File: src/design/tti_pkg.sv
// shared constants, types and helpers of the text to integer parser
package tti_pkg;

  localparam int unsigned MaxLenDefault = 4095;

  localparam int unsigned CharW   = 8;
  localparam int unsigned ValueW  = 64;
  localparam int unsigned OffsetW = 12;
  localparam int unsigned BaseW   = 6;
  localparam int unsigned DigitW  = 7;

  localparam logic [2:0] PhWs     = 3'd0;
  localparam logic [2:0] PhSign   = 3'd1;
  localparam logic [2:0] PhZero   = 3'd2;
  localparam logic [2:0] PhDigits = 3'd3;
  localparam logic [2:0] PhDrain  = 3'd4;

  localparam logic [CharW-1:0] ChNul   = 8'h00;
  localparam logic [CharW-1:0] ChSpace = 8'h20;
  localparam logic [CharW-1:0] ChPlus  = 8'h2b;
  localparam logic [CharW-1:0] ChMinus = 8'h2d;
  localparam logic [CharW-1:0] ChZero  = 8'h30;
  localparam logic [CharW-1:0] ChLoX   = 8'h78;
  localparam logic [CharW-1:0] ChUpX   = 8'h58;
  localparam logic [CharW-1:0] ChLoB   = 8'h62;
  localparam logic [CharW-1:0] ChUpB   = 8'h42;

  localparam logic [BaseW-1:0] BaseBin = 6'd2;
  localparam logic [BaseW-1:0] BaseOct = 6'd8;
  localparam logic [BaseW-1:0] BaseDec = 6'd10;
  localparam logic [BaseW-1:0] BaseHex = 6'd16;

  localparam logic [DigitW-1:0] NoDigit = 7'd64;

  typedef struct packed {
    logic [2:0]        phase;
    logic [ValueW-1:0] acc;
    logic              minus;
    logic [BaseW-1:0]  base;
  } parse_state_t;

  function automatic logic [DigitW-1:0] digit_of(input logic [CharW-1:0] c);
    logic [DigitW-1:0] d;
    d = NoDigit;
    if (c inside {[8'h30:8'h39]}) begin
      d = DigitW'(c - 8'h30);
    end else if (c inside {[8'h61:8'h7a]}) begin
      d = DigitW'(c - 8'h61 + 8'd10);
    end else if (c inside {[8'h41:8'h5a]}) begin
      d = DigitW'(c - 8'h41 + 8'd10);
    end
    return d;
  endfunction

endpackage

File: src/design/tti_if.sv
// word channels of the text to integer parser
interface tti_in_if
  import tti_pkg::*;
();
  logic             valid;
  logic             ready;
  logic [CharW-1:0] char_in;

  modport source (output valid, output char_in, input ready);
  modport sink (input valid, input char_in, output ready);
endinterface

interface tti_out_if
  import tti_pkg::*;
();
  logic               valid;
  logic               ready;
  logic [ValueW-1:0]  value;
  logic [OffsetW-1:0] end_offset;
  logic [BaseW-1:0]   base_used;
  logic               was_negative;

  modport source (output valid, output value, output end_offset, output base_used,
                  output was_negative, input ready);
  modport sink (input valid, input value, input end_offset, input base_used,
                input was_negative, output ready);
endinterface

File: src/design/tti_step.sv
// next parse state and result for one character
module tti_step
  import tti_pkg::*;
#(
  parameter int unsigned MAX_LEN = MaxLenDefault,
  parameter int unsigned CntW    = $clog2(MAX_LEN + 1)
) (
  input  parse_state_t       cur_i,
  input  logic [CntW-1:0]    cnt_i,
  input  logic [CharW-1:0]   char_i,
  input  logic [BaseW-1:0]   radix_i,
  output parse_state_t       nxt_o,
  output logic [CntW-1:0]    cnt_o,
  output logic               emit_o,
  output logic [ValueW-1:0]  value_o,
  output logic [OffsetW-1:0] end_offset_o,
  output logic [BaseW-1:0]   base_used_o,
  output logic               was_negative_o
);

  logic [CntW-1:0]          cnt_inc;
  logic [DigitW-1:0]        digit;
  logic                     do_start;
  logic                     do_take;
  logic [BaseW-1:0]         take_base;
  logic [CntW+OffsetW-1:0]  cnt_wide;

  assign cnt_inc  = (cnt_i < CntW'(MAX_LEN)) ? cnt_i + CntW'(1) : cnt_i;
  assign digit    = digit_of(char_i);
  assign cnt_wide = {{OffsetW{1'b0}}, cnt_i};

  always_comb begin
    nxt_o          = cur_i;
    cnt_o          = cnt_i;
    emit_o         = 1'b0;
    do_start       = 1'b0;
    do_take        = 1'b0;
    take_base      = cur_i.base;
    value_o        = cur_i.minus ? ValueW'(0) - cur_i.acc : cur_i.acc;
    end_offset_o   = cnt_wide[OffsetW-1:0];
    base_used_o    = cur_i.base;
    was_negative_o = cur_i.minus;

    case (cur_i.phase)
      PhWs: begin
        if (char_i == ChSpace || char_i inside {[8'd9:8'd13]}) begin
          cnt_o = cnt_inc;
        end else if (char_i == ChPlus || char_i == ChMinus) begin
          nxt_o.minus = (char_i == ChMinus);
          nxt_o.phase = PhSign;
          cnt_o       = cnt_inc;
        end else begin
          do_start = 1'b1;
        end
      end
      PhSign: begin
        do_start = 1'b1;
      end
      PhZero: begin
        if (char_i == ChLoX || char_i == ChUpX) begin
          nxt_o.base  = BaseHex;
          nxt_o.phase = PhDigits;
          cnt_o       = cnt_inc;
        end else if (char_i == ChLoB || char_i == ChUpB) begin
          nxt_o.base  = BaseBin;
          nxt_o.phase = PhDigits;
          cnt_o       = cnt_inc;
        end else begin
          take_base = BaseOct;
          do_take   = 1'b1;
        end
      end
      PhDigits: begin
        do_take = 1'b1;
      end
      default: begin
        if (char_i == ChNul) begin
          nxt_o = '{phase: PhWs, acc: '0, minus: 1'b0, base: '0};
          cnt_o = '0;
        end
      end
    endcase

    if (do_start) begin
      if (radix_i == '0 && char_i == ChZero) begin
        nxt_o.phase = PhZero;
        cnt_o       = cnt_inc;
      end else begin
        take_base = (radix_i == '0) ? BaseDec : radix_i;
        do_take   = 1'b1;
      end
    end

    if (do_take) begin
      nxt_o.base = take_base;
      if (digit < {1'b0, take_base}) begin
        nxt_o.acc   = cur_i.acc * {{(ValueW-BaseW){1'b0}}, take_base}
                      + {{(ValueW-DigitW){1'b0}}, digit};
        nxt_o.phase = PhDigits;
        cnt_o       = cnt_inc;
      end else begin
        emit_o      = 1'b1;
        base_used_o = take_base;
        if (char_i == ChNul) begin
          nxt_o = '{phase: PhWs, acc: '0, minus: 1'b0, base: '0};
          cnt_o = '0;
        end else begin
          nxt_o.phase = PhDrain;
        end
      end
    end
  end

endmodule

File: src/design/text_to_integer_parser_core.sv
// top level of the streaming text to integer parser
//
// in_i carries one string character per word, NUL (zero) ending the string.
// Leading white space and one sign are skipped; with radix 0 a 0x, 0b or
// leading 0 prefix picks the base, otherwise radix is the base. Digits are
// accumulated into 64 bits; the first non-digit or the NUL yields one word
// on out_o with the value, the characters consumed, the base and the sign.
// Characters up to the NUL after that are dropped without output.
// cfg_we_i/cfg_wdata_i write the radix register; write it only while idle.
// One character is taken per cycle while out_o is not stalled. A character is
// held in the input register until it is folded into the parse state, and a
// result it causes is on out_o from the edge that folds it in.
// A waiting result holds out_o and the next character in the input register;
// in_i.ready drops only while both are full and out_o is not being taken.
// Reset clears the parse state, the radix (automatic detection) and the valid
// flags of both word registers; in_i.ready is high once reset is released.
module text_to_integer_parser_core
  import tti_pkg::*;
#(
  parameter int unsigned MAX_LEN = MaxLenDefault
) (
  input  logic             clk_i,
  input  logic             rst_ni,
  input  logic             cfg_we_i,
  input  logic [BaseW-1:0] cfg_wdata_i,
  tti_in_if.sink           in_i,
  tti_out_if.source        out_o
);

  localparam int unsigned CntW = $clog2(MAX_LEN + 1);

  logic               in_vld_q;
  logic [CharW-1:0]   char_q;
  logic [BaseW-1:0]   radix_q;
  parse_state_t       state_q;
  parse_state_t       state_d;
  logic [CntW-1:0]    cnt_q;
  logic [CntW-1:0]    cnt_d;
  logic               emit;
  logic               go;
  logic               out_vld_q;
  logic [ValueW-1:0]  value_d;
  logic [ValueW-1:0]  value_q;
  logic [OffsetW-1:0] end_offset_d;
  logic [OffsetW-1:0] end_offset_q;
  logic [BaseW-1:0]   base_used_d;
  logic [BaseW-1:0]   base_used_q;
  logic               was_negative_d;
  logic               was_negative_q;

  tti_step #(
    .MAX_LEN (MAX_LEN),
    .CntW    (CntW)
  ) u_step (
    .cur_i          (state_q),
    .cnt_i          (cnt_q),
    .char_i         (char_q),
    .radix_i        (radix_q),
    .nxt_o          (state_d),
    .cnt_o          (cnt_d),
    .emit_o         (emit),
    .value_o        (value_d),
    .end_offset_o   (end_offset_d),
    .base_used_o    (base_used_d),
    .was_negative_o (was_negative_d)
  );

  assign go         = in_vld_q && (!out_vld_q || out_o.ready);
  assign in_i.ready = !in_vld_q || go;

  always_ff @(posedge clk_i or negedge rst_ni) begin
    if (!rst_ni) begin
      in_vld_q  <= 1'b0;
      radix_q   <= '0;
      state_q   <= '{phase: PhWs, acc: '0, minus: 1'b0, base: '0};
      cnt_q     <= '0;
      out_vld_q <= 1'b0;
    end else begin
      if (cfg_we_i) begin
        radix_q <= cfg_wdata_i;
      end
      if (in_i.ready) begin
        in_vld_q <= in_i.valid;
      end
      if (go) begin
        state_q <= state_d;
        cnt_q   <= cnt_d;
      end
      if (go && emit) begin
        out_vld_q <= 1'b1;
      end else if (out_o.ready) begin
        out_vld_q <= 1'b0;
      end
    end
  end

  // word payload, no reset needed
  always_ff @(posedge clk_i) begin
    if (in_i.valid && in_i.ready) begin
      char_q <= in_i.char_in;
    end
    if (go && emit) begin
      value_q        <= value_d;
      end_offset_q   <= end_offset_d;
      base_used_q    <= base_used_d;
      was_negative_q <= was_negative_d;
    end
  end

  assign out_o.valid        = out_vld_q;
  assign out_o.value        = value_q;
  assign out_o.end_offset   = end_offset_q;
  assign out_o.base_used    = base_used_q;
  assign out_o.was_negative = was_negative_q;

endmodule
File: src/flat_wrapper.sv
// flat-port wrapper written by rule: the top's interface ports become plain ports
module text_to_integer_parser_core_flat import tti_pkg::*;
#(
  parameter int unsigned MAX_LEN = MaxLenDefault
)
  (clk_i, rst_ni, cfg_we_i, cfg_wdata_i, in_i_valid, in_i_char_in, in_i_ready, out_o_valid, out_o_value, out_o_end_offset, out_o_base_used, out_o_was_negative, out_o_ready);
  tti_in_if in_i_i ();
  tti_out_if out_o_i ();
  input  logic clk_i;
  input  logic rst_ni;
  input  logic cfg_we_i;
  input  logic [BaseW-1:0] cfg_wdata_i;
  input wire logic [$bits(in_i_i.valid)-1:0] in_i_valid;
  input wire logic [$bits(in_i_i.char_in)-1:0] in_i_char_in;
  output wire logic [$bits(in_i_i.ready)-1:0] in_i_ready;
  output wire logic [$bits(out_o_i.valid)-1:0] out_o_valid;
  output wire logic [$bits(out_o_i.value)-1:0] out_o_value;
  output wire logic [$bits(out_o_i.end_offset)-1:0] out_o_end_offset;
  output wire logic [$bits(out_o_i.base_used)-1:0] out_o_base_used;
  output wire logic [$bits(out_o_i.was_negative)-1:0] out_o_was_negative;
  input wire logic [$bits(out_o_i.ready)-1:0] out_o_ready;
  assign in_i_i.valid = in_i_valid;
  assign in_i_i.char_in = in_i_char_in;
  assign in_i_ready = in_i_i.ready;
  assign out_o_valid = out_o_i.valid;
  assign out_o_value = out_o_i.value;
  assign out_o_end_offset = out_o_i.end_offset;
  assign out_o_base_used = out_o_i.base_used;
  assign out_o_was_negative = out_o_i.was_negative;
  assign out_o_i.ready = out_o_ready;
  text_to_integer_parser_core #(.MAX_LEN(MAX_LEN)) u_core (.clk_i(clk_i), .rst_ni(rst_ni), .cfg_we_i(cfg_we_i), .cfg_wdata_i(cfg_wdata_i), .in_i(in_i_i), .out_o(out_o_i));
endmodule
File: config.mk
export PLATFORM = sky130hd
export DESIGN_NAME = text_to_integer_parser_core_flat
export DESIGN_NICKNAME = d
export VERILOG_FILES = /design/src/design/tti_pkg.sv /design/src/design/tti_if.sv /design/src/design/tti_step.sv /design/src/design/text_to_integer_parser_core.sv /design/src/flat_wrapper.sv
export SDC_FILE = /design/constraint.sdc
export NUM_CORES = 1
export LEC_CHECK = 0
export ABC_AREA = 1
export BUFFER_PORTS_ARGS = -buffer_cell sky130_fd_sc_hd__buf_4
export CAP_MARGIN = 25
export CORE_ASPECT_RATIO = 1.1
export CORE_MARGIN = 3
export CORE_UTILIZATION = 43
export DETAILED_ROUTE_END_ITERATION = 12
export GPL_ROUTABILITY_DRIVEN = 0
export SYNTH_ARGS = -nofsm -noshare
export SYNTH_HDL_FRONTEND = slang
export SYNTH_HIERARCHICAL = 1
export SYNTH_SLANG_ARGS = --single-unit
File: constraint.sdc
create_clock -name clk_i -period 10.99 [get_ports clk_i]
set_input_delay 0.5495 -clock clk_i [delete_from_list [all_inputs] [get_ports clk_i]]
set_output_delay 0.5495 -clock clk_i [all_outputs]
set_load 0.005 [all_outputs]
==> reports/qor.txt, run 1 <==
CP max-delay cell: fa_1
clock sinks: 185
RR Startpoint: u_core/char_q[0]$_DFFE_PP_
design area: 24850 um^2
share of cells above drive strength 1: 0.07206
switching power: 2333 uW
NumNets Final: 3457
GR Overflow Total: 0
switching share of power: 0.5438
fin crit share: 0.7423
# Max-Cap Violations: 0
Syn Inst Count: 3032
Synth Area in XOR/XNOR: 0.04663
Synth-to-Final Area Change: 7.550%
Core Util, Final: 0.4711
ant diodes: 0
Mapped Area: 23100 um^2
peak supply drop: 0.1786 mV
# setup viols final: 0
clk buf depth: 2
Hold WC Path Type: in2async
multiplexer area fraction after synthesis: 0.0004333
Clock Skew: 0.02217 ns
Std-Cell Rows: 88
Syn. warnings: 6
postcts setup bufs: 0
drt initial violations: 1918
final wirelength: 76630 um
Synth Area in Compound Gates: 0.08091
Syn Area/Cell: 7.620 um^2
Achievable Freq: 0.1226 GHz
largest net degree at the start of global routing: 84
initial antenna violation count: 0
Die W: 227.0 um
P_leak: 0.01301 uW
first-pass GRT wire length: 121200 um
crit path capture type: flop
Setup CP Type: reg2reg
Starting Density: 0.4381
Yosys cell types: 55
Post-Synth Simple-Gate Area: 0.2803
1st-pass router iterations: 7
Synth Area in Adders: 0.2863
required time of the critical path: 11.38 ns
DP HPWL: 58090 um
Root Buffer: clkbuf_16
I/O Buffers: 103
GRT Util Overall: 0.2734
Logic pwr share: 0.604
H-Tree Depth: 4
die height: 249.1 um
cts repair resizes: 0
synthesized net count: 3435
Least-Margin Pin Slew: 0.9646 ns
Pint: 1957 uW
CTS tree: built
Final Max Slew Viols: 0
routed vias/inst: 5.742
Remaining DRCs: 0
FF-to-FF setup slack: 2.83 ns
Final Hold Viols: 0
die area: 56550 um^2
synthesized flop and latch total: 185
Startpoint Class: flop
Routed Antenna Nets: 0
core area: 52740 um^2
cts hold-fix bufs: 0
clk_lat worst skew: 0.47 ns
slowest stage delay, CP: 0.55 ns
Routed wire per std cell: 20.48 um
worst-path maximum fanout: 32
post-placement cell area: 24220 um^2
Slew headroom: 0.3569
status: finished, final reports clean
crit path from: u_core/char_q[0]$_DFFE_PP_
Pwr Density: 172.7 nW/um^2
clock buffer count from CTS: 17
setup TNS: 0 ns
RSZ-0062 raised after global routing: no
number of global-route vias before repair: 21524
R2R depth: 31
I/O pins: 104
sequential-to-total area share from yosys stat: 0.2201
clock share of power: 0.152
CP Data Arrival Time: 8.55 ns
largest family of logic cells by synthesized area: adder cells
Final Critical Period: 8.157 ns
vias: 21485
Flop pwr share: 0.244
Reg clk slew, reported paths: 0.07 ns
-- synth_stat cells (all sizes together) --
cell type    n  share of area
dfrtp       94           0.10
a221oi       4         0.0015
xnor2       19         0.0072
fa         241           0.21
nand3b       1        0.00033
buf         76          0.022
o31ai        9         0.0029
o21bai      13         0.0047
nor4        18         0.0049
o21ai      134          0.030
nor3        35         0.0087
o2111ai      2        0.00076
nand4       29         0.0085
o221ai       4         0.0015
and2         1        0.00027
ha         143          0.077
and3         3        0.00081
xor2       104          0.039
nand2      713           0.12
mux2i        1        0.00043
clkbuf      40         0.0065
or2          7         0.0019
a21oi      112          0.025
a21o         8         0.0026
a32o         1        0.00043
o22ai        1        0.00027
inv        328          0.053
edfxtp      91           0.12
nor2       537          0.090
a31oi       20         0.0054
nand3      202          0.047
o21a         3        0.00097
o211ai       6         0.0019
a21boi       7         0.0023
clkinv      22         0.0036
a211oi       3        0.00097
-- state kept, by name, summed over array words and instances, names as in the netlist, 6 cells and up --
name                     count
u_core/state_q              74
u_core/out_o.value          64
u_core/cnt_q                12
u_core/out_o.end_offset     12
u_core/char_q                8
u_core/out_o.base_used       6
u_core/radix_q               6
-- per-layer routing --
layer,track usage,vias up,wire (um)
met5,0,-,0
met4,0.1071,0,3185
met1,0.3714,10453,31200
li1,-,9708,-
met3,0.03795,197,6642
met2,0.4419,1127,35600
-- critical path: cells and delay by family, from the launching register on --
| kind | cells | cell delay [ns] |
|---|---|---|
| compound gates | 6 | 1.73 |
| xor+xnor | 1 | 0.43 |
| fa+ha+maj | 6 | 2.73 |
| buf+inv | 6 | 0.94 |
| flops | 1 | 0.44 |
| simple gates | 12 | 1.78 |
-- cell usage in the layout, fill, tap and decap left out, types with 91 or more instances in the layout --
master	n
buf_4	117
nor2_1	525
xor2_1	104
edfxtp_1	91
a21oi_1	110
fa_1	241
ha_1	143
inv_1	320
o21ai_0	112
nand3_1	189
dfrtp_1	92
nand2_1	695
-- power by group through the flow --
| stage | Sequential (uW) | Clock [uW] | Combinational (uW) |
|---|---|---|---|
| 2_1_floorplan | 1040 | 0 | 1630 |
| 3_3_place_gp | 1060 | 0 | 2490 |
| 3_5_place_dp | 1060 | 0 | 2520 |
| 4_1_cts | 1050 | 667 | 2530 |
| 5_1_grt | 1070 | 695 | 2770 |
| 6_report | 1050 | 653 | 2590 |
-- path summary, 6_finish.rpt --
path	end
setup / recovery	u_core/state_q[63]$_DFFE_PN0P_
hold / removal	u_core/state_q[10]$_DFFE_PN0P_
setup reg to reg	u_core/state_q[63]$_DFFE_PN0P_
hold reg to reg	u_core/state_q[3]$_DFFE_PN0P_
max in group asynchronous	u_core/state_q[57]$_DFFE_PN0P_
min in group clk_i	u_core/char_q[1]$_DFFE_PP_
-- metrics by stage --
step	instances	setup slack (ns)	hold WS (ns)	power [uW]
floorplan	3032	4.089	0.2539	2666
finish	3742	2.833	0.04828	4290
global placement	3708	3.279	0.4556	3550
detailed placement	3709	3.058	0.4607	3582
global route	3742	2.436	0.06381	4532
CTS	3741	3.015	0.06038	4251
-- cell families after synthesis --
logic type	Yosys count
fa+ha+maj	384
xor+xnor	123
buf+inv	466
simple gates	1546
flops	185
compound gates	327
mux	1
-- final cells by class --
type	count	area, um^2
Sequential cell	185	5087
Tap cell	675	844.6
Multi-Input combinational cell	2381	16070
Clock buffer	21	483.0
Timing Repair Buffer	119	933.4
Clock inverter	11	120.1
Fill cell	5263	27890
Inverter	350	1314
Power figures use the tool's default switching activity.
==> run 2, diff against run 1 <==
Clock period 10.99 ns to 7.4 ns, I/O delays scaled along.
==> run 2 against run 1 <==
Against the previous run:
- non-clock buffer count rose by 13
- hold slack improved by 0.019 ns
- core utilization rose by 0.25 points
- first-iteration DRC count rose by 5.2%
- sequential share of layout area fell by 0.11 points
- cell count rose by 0.35%
- total power rose by 49%
- design area rose by 0.54%
- sequential power rose by 48%
- critical path depth rose by 4
- critical endpoint is now u_core/state_q[65]$_DFFE_PN0P_
- largest power group unchanged
==> reports/qor.txt, run 2 (same netlist as run 1, synthesis figures left out) <==
Routed Antenna Nets: 0 (unchanged)
critical path buffer and inverter count: 8 (+2)
crit-path most repeated cell: inv_1
vias: 21346 (-0.65%)
final wirelength: 74540 um (-2.7%)
Reg clk slew, reported paths: 0.08 ns (about the same)
Place WS: 0.4216 ns (-2.636 ns)
P_leak: 0.01309 uW (+0.60%)
Hold WC Path Type: in2reg
Clock Skew: 0.01985 ns (-0.002324 ns)
Achievable Freq: 0.1433 GHz (+17%)
worst-path maximum fanout: 9 (-72%)
H-Tree Depth: 4 (unchanged)
Final Hold Viols: 0 (unchanged)
CP max-delay cell: fa_1
CTS tree: built
Std-Cell Rows: 88 (unchanged)
largest net degree at the start of global routing: 79 (-6.0%)
routed vias/inst: 5.685 (-0.99%)
slowest stage delay, CP: 0.57 ns (+0.02 ns)
post-placement cell area: 24320 um^2 (+0.44%)
share of cells above drive strength 1: 0.07760 (+0.005540)
area of the multi-input gates: 16080 um^2 (+0.11%)
# setup viols final: 0 (unchanged)
Startpoint Class: flop
Pwr Density: 255.4 nW/um^2 (+48%)
initial antenna violation count: 0 (unchanged)
I/O Buffers: 103 (unchanged)
Slew headroom: 0.3651 (+0.008151)
Largest register FFs: 74 (unchanged)
design area: 24980 um^2 (+0.54%)
1st-pass router iterations: 6 (-1)
die height: 249.1 um (unchanged)
ant diodes: 0 (unchanged)
Final Max Slew Viols: 0 (unchanged)
number of global-route vias before repair: 21518 (-0.028%)
Synth-to-Final Area Change: 8.129%
clk_lat worst skew: 0.49 ns (+0.02 ns)
peak supply drop: 0.1908 mV (+6.8%)
die area: 56550 um^2 (unchanged)
clk buf depth: 2 (unchanged)
GR Overflow Total: 0 (unchanged)
Seq. cell area: 5087 um^2 (unchanged)
CP top delay family: adder cells
core area: 52740 um^2 (unchanged)
clock sinks: 185 (unchanged)
Routed wire per std cell: 19.85 um (-3.1%)
clock buffer count from CTS: 17 (unchanged)
setup slack after layout: 0.4226 ns (-2.410 ns)
# Max-Cap Violations: 0 (unchanged)
drt initial violations: 2017 (+5.2%)
crit path capture type: flop
NumNets Final: 3470 (+0.38%)
first-pass GRT wire length: 118800 um (-2.0%)
Setup CP Type: reg2reg
Remaining DRCs: 0 (unchanged)
fin crit share: 0.9429 (+0.2006)
status: finished, final reports clean
RSZ-0062 raised after global routing: yes
Least-Margin Pin Slew: 0.9524 ns (-0.01223 ns)
most flop-heavy register: u_core/state_q
DP HPWL: 57270 um (-1.4%)
CP Data Arrival Time: 7.39 ns (-1.16 ns)
Die W: 227.0 um (unchanged)
setup TNS: 0 ns (unchanged)
Final Critical Period: 6.977 ns (-1.180 ns)
I/O pins: 104 (unchanged)
Root Buffer: clkbuf_16
Starting Density: 0.4381 (unchanged)
required time of the critical path: 7.82 ns (-3.56 ns)
most frequent cells in the layout: nand2_1 (695), nor2_1 (525), inv_1 (320)
postcts setup bufs: 0 (unchanged)
GRT Util Overall: 0.2656 (-0.007765)
filler instances: 5191 (-1.4%)
commonest non-fill, non-tap cell in the layout: nand2_1
run 2: power breakdown:
part           internal, uW  switching, uW
Combinational          1070           2790
Clock                   483            489
Sequential             1380            171
Total                  2940           3450
run 2: worst reg2reg max path: cells and delay by family (launching register included):
family / cells / cell delay (ns)
adders and majority gates: 6 / 2.76
and+or+nand+nor: 16 / 1.73
AOI/OAI and AO/OA: 5 / 1.21
buffers and inverters: 8 / 0.77
DFF: 1 / 0.44
run 2: path summary, 6_finish.rpt:
| path | depth (start not counted) | from | end | slack, ns |
|---|---|---|---|---|
| min in group asynchronous | 2 | rst_ni | u_core/state_q[14]$_DFFE_PN0P_ | 0.43 |
| worst max-delay path | 35 | u_core/char_q[0]$_DFFE_PP_ | u_core/state_q[65]$_DFFE_PN0P_ | 0.42 |
| worst min-delay path | 1 | in_i_char_in[7] | u_core/char_q[7]$_DFFE_PP_ | 0.07 |
| max in group asynchronous | 3 | rst_ni | u_core/state_q[6]$_DFFE_PN0P_ | 5.60 |
| worst max register to register | 35 | u_core/char_q[0]$_DFFE_PP_ | u_core/state_q[65]$_DFFE_PN0P_ | 0.42 |
| worst min register to register | 2 | u_core/state_q[3]$_DFFE_PN0P_ | u_core/state_q[3]$_DFFE_PN0P_ | 0.48 |
run 2: what timing repair did:
action | in CTS | in global routing
setup endpoints to repair | 0 | 14
hold endpoints to repair | 38 | 0
hold buffers | 1 | 0
resized for setup | 0 | 7
run 2: per-layer routing:
layer / global-route usage / vias up / part of all wire
met2: 0.4408 / 976 / 0.48
met3: 0.03005 / 159 / 0.071
met4: 0.1071 / 0 / 0.034
met1: 0.3537 / 10481 / 0.42
met5: 0 / - / 0
li1: - / 9730 / -
run 2: area by class of cell:
class / count / area share
well taps: 675 / 0.03381
multi-input cells: 2381 / 0.6438
inverters: 350 / 0.05259
flip-flops and latches: 185 / 0.2036
clock buffers: 17 / 0.01703
clock inverters: 15 / 0.006912
repair buffers: 132 / 0.04222
run 2: per-stage QoR:
step / hold slack [ns] / cells / utilization / power [uW]
after global placement: 0.4128 / 3721 / 0.4612 / 5293
after detailed placement: 0.4119 / 3721 / 0.4612 / 5329
after CTS: 0.04281 / 3754 / 0.4727 / 6317
after global routing: 0.05202 / 3755 / 0.4737 / 6765
after floorplan: 0.07441 / 3032 / - / 3959
final: 0.06742 / 3755 / 0.4737 / 6381
==> run 3, diff against run 2 <==
Settings changed: CORE_UTILIZATION 43 to 44, CTS_CLUSTER_SIZE set to 40.
==> run 3 against run 2 <==
Against the previous run:
- critical path type unchanged
- core utilization is 1.0 points higher
- via count is 0.22% higher
- sequential share of layout area hardly changed
- design area hardly changed
- routed wire length is 1.1% higher
- count of clock-buffer cells in the layout is 1 higher
- first-iteration DRC count is 3.9% higher
- hold slack better by 0.0062 ns
- register-to-register slack hardly changed
- die area is 2.2% lower
- highest routed layer unchanged
- clock power is 1% higher
==> reports/qor.txt, run 3 (same netlist as run 1, synthesis figures left out) <==
status: finished, final reports clean
share of cells above drive strength 1: 0.07702 (-0.0005743)
Pint: 2933 uW (about the same)
Die W: 224.5 um (-1.1%)
GR Overflow Total: 0 (unchanged)
Hold Path Depth: 1 (unchanged)
vias: 21394 (+0.22%)
Root Buffer: clkbuf_16
Largest register FFs: 74 (unchanged)
GRT Util Overall: 0.2747 (+0.009074)
die height: 246.3 um (-1.1%)
design area: 24980 um^2 (about the same)
NumNets Final: 3467 (-0.086%)
final wirelength: 75380 um (+1.1%)
CP max-delay cell: fa_1
setup TNS: 0 ns (unchanged)
RR Startpoint: u_core/char_q[0]$_DFFE_PP_
Synth-to-Final Area Change: 8.107% (about the same)
Core Util, Final: 0.4841 (+0.01040)
CP Data Arrival Time: 7.39 ns (about the same)
crit-path most repeated cell: nand2_1
Final Hold Viols: 0 (unchanged)
filler instances: 5159 (-0.62%)
Logic pwr share: 0.609 (+0.004)
worst-path maximum fanout: 15 (+6)
Least-Margin Pin Slew: 0.9867 ns (+0.03432 ns)
ant diodes: 0 (unchanged)
Achievable Freq: 0.1433 GHz (about the same)
Hold WS: 0.07363 ns (+0.006217 ns)
Reg clk slew, reported paths: 0.08 ns (about the same)
Final Critical Period: 6.976 ns (-0.001150 ns)
most frequent cells in the layout: nand2_1 (695), nor2_1 (525), inv_1 (319)
Hold Path Origin: in_i_char_in[0]
Routed Antenna Nets: 0 (unchanged)
Std-Cell Rows: 87 (-1.1%)
first-pass GRT wire length: 119300 um (+0.45%)
# Max-Cap Violations: 0 (unchanged)
Startpoint Class: flop
Hold WC Path Type: in2reg
DP HPWL: 57670 um (+0.70%)
required time of the critical path: 7.82 ns (about the same)
# setup viols final: 0 (unchanged)
slowest stage delay, CP: 0.57 ns (about the same)
most flop-heavy register: u_core/state_q
Slew headroom: 0.3406 (-0.02444)
clk_lat worst skew: 0.48 ns (about the same)
Routed wire per std cell: 20.13 um (+1.4%)
P_leak: 0.01308 uW (about the same)
clock share of power: 0.152 (about the same)
postcts setup bufs: 0 (unchanged)
Starting Density: 0.4478 (+0.009709)
RSZ-0062 raised after global routing: no
core area: 51600 um^2 (-2.2%)
Remaining DRCs: 0 (unchanged)
clock sinks: 185 (unchanged)
CP top delay family: adder cells
Pwr Density: 259.2 nW/um^2 (+1.5%)
I/O Buffers: 103 (unchanged)
Setup CP Type: reg2reg
switching power: 3541 uW (+2.7%)
I/O pins: 104 (unchanged)
post-placement cell area: 24290 um^2 (-0.13%)
largest net degree at the start of global routing: 63 (-20%)
clock buffer count from CTS: 17 (unchanged)
drt initial violations: 2095 (+3.9%)
switching share of power: 0.5470 (+0.006936)
CTS tree: built
FF-to-FF setup slack: 0.42 ns (about the same)
commonest non-fill, non-tap cell in the layout: nand2_1
1st-pass router iterations: 6 (unchanged)
hold path endpoint: u_core/char_q[0]$_DFFE_PP_
crit path capture type: flop
die area: 55300 um^2 (-2.2%)
initial antenna violation count: 1 (+1)
routed vias/inst: 5.714 (+0.52%)
H-Tree Depth: 4 (unchanged)
clk buf depth: 2 (unchanged)
FF-to-FF End: u_core/state_q[63]$_DFFE_PN0P_
R2R depth: 28 (-20%)
Flop pwr share: 0.239 (-0.004)
Clock Skew: 0.01791 ns (-0.001934 ns)
fin crit share: 0.9427 (about the same)
peak supply drop: 0.1911 mV (+0.20%)
Final Max Slew Viols: 0 (unchanged)
critical path buffer and inverter count: 3 (-5)
number of global-route vias before repair: 21592 (+0.34%)
-- run 3: changes by cell type in the layout (fill, tap and decap cells not counted), sizes merged --
cell,delta
clkbuf,+2
inv,-1
bufinv,-1
buf,-4
clkinv,+1
-- run 3: repair_timing --
| action | 4_1_cts | 5_1_grt |
|---|---|---|
| endpoints found under the hold margin | 47 | 0 |
| hold buffers | 1 | 0 |
| resized for setup | 0 | 10 |
| endpoints found under the setup margin | 0 | 20 |
-- run 3: layer usage --
layer  global-route usage  up-vias  routed length [um]
li1                     -     9724                   -
met1               0.3617    10542               31390
met2               0.4573      943               35630
met3              0.03515      185                5314
met4               0.1167        0                3046
met5                    0        -                   0
-- run 3: stage by stage --
stage	cells	setup slack, ns	power (uW)
final	3744	0.4237	6473
after detailed placement	3710	0.4453	5381
after floorplan	3032	0.4992	3959
after global placement	3710	0.5661	5335
after global routing	3744	0.03896	6846
after CTS	3743	0.3899	6393
-- run 3: layout make-up --
class | instances | area [um^2] | area share
sequential | 185 | 5087 | 0.2037
clock buffer | 18 | 450.4 | 0.01803
tap | 667 | 834.6 | 0.03341
clock inverter | 14 | 166.4 | 0.006663
timing repair buffer | 129 | 1033 | 0.04138
multi-input combinational | 2381 | 16090 | 0.6442
inverter | 350 | 1314 | 0.05260
-- run 3: worst reg2reg max path: cells and delay by family, from the launching register on --
family,cells,cell delay [ns]
AO/OA/AOI/OAI,5,1.72
XOR/XNOR,1,0.20
adder cells (fa/ha/maj),6,2.42
buffers and inverters,3,0.80
flip-flops,1,0.46
AND/OR/NAND/NOR,13,1.32
-- run 3: power by group through the flow --
stage / sequential [uW] / combinational (uW) / clock [uW]
2_1_floorplan: 1550 / 2410 / 0
3_3_place_gp: 1560 / 3780 / 0
3_5_place_dp: 1560 / 3820 / 0
4_1_cts: 1540 / 3830 / 1010
5_1_grt: 1570 / 4230 / 1050
6_report: 1540 / 3940 / 986
-- run 3: how the worst max path moves through the flow --
stage | from | to | slack [ns] | cells after the start
after global placement | u_core/char_q[0]$_DFFE_PP_ | u_core/state_q[62]$_DFFE_PN0P_ | 0.57 | 33
after global routing | u_core/char_q[0]$_DFFE_PP_ | u_core/state_q[52]$_DFFE_PN0P_ | 0.04 | 32
after floorplan | u_core/char_q[0]$_DFFE_PP_ | u_core/out_o.base_used[0]$_DFFE_PP_ | 0.50 | 21
final | u_core/char_q[0]$_DFFE_PP_ | u_core/state_q[63]$_DFFE_PN0P_ | 0.42 | 28
after CTS | u_core/char_q[0]$_DFFE_PP_ | u_core/state_q[47]$_DFFE_PN0P_ | 0.39 | 33
after detailed placement | u_core/char_q[0]$_DFFE_PP_ | u_core/state_q[47]$_DFFE_PN0P_ | 0.45 | 33
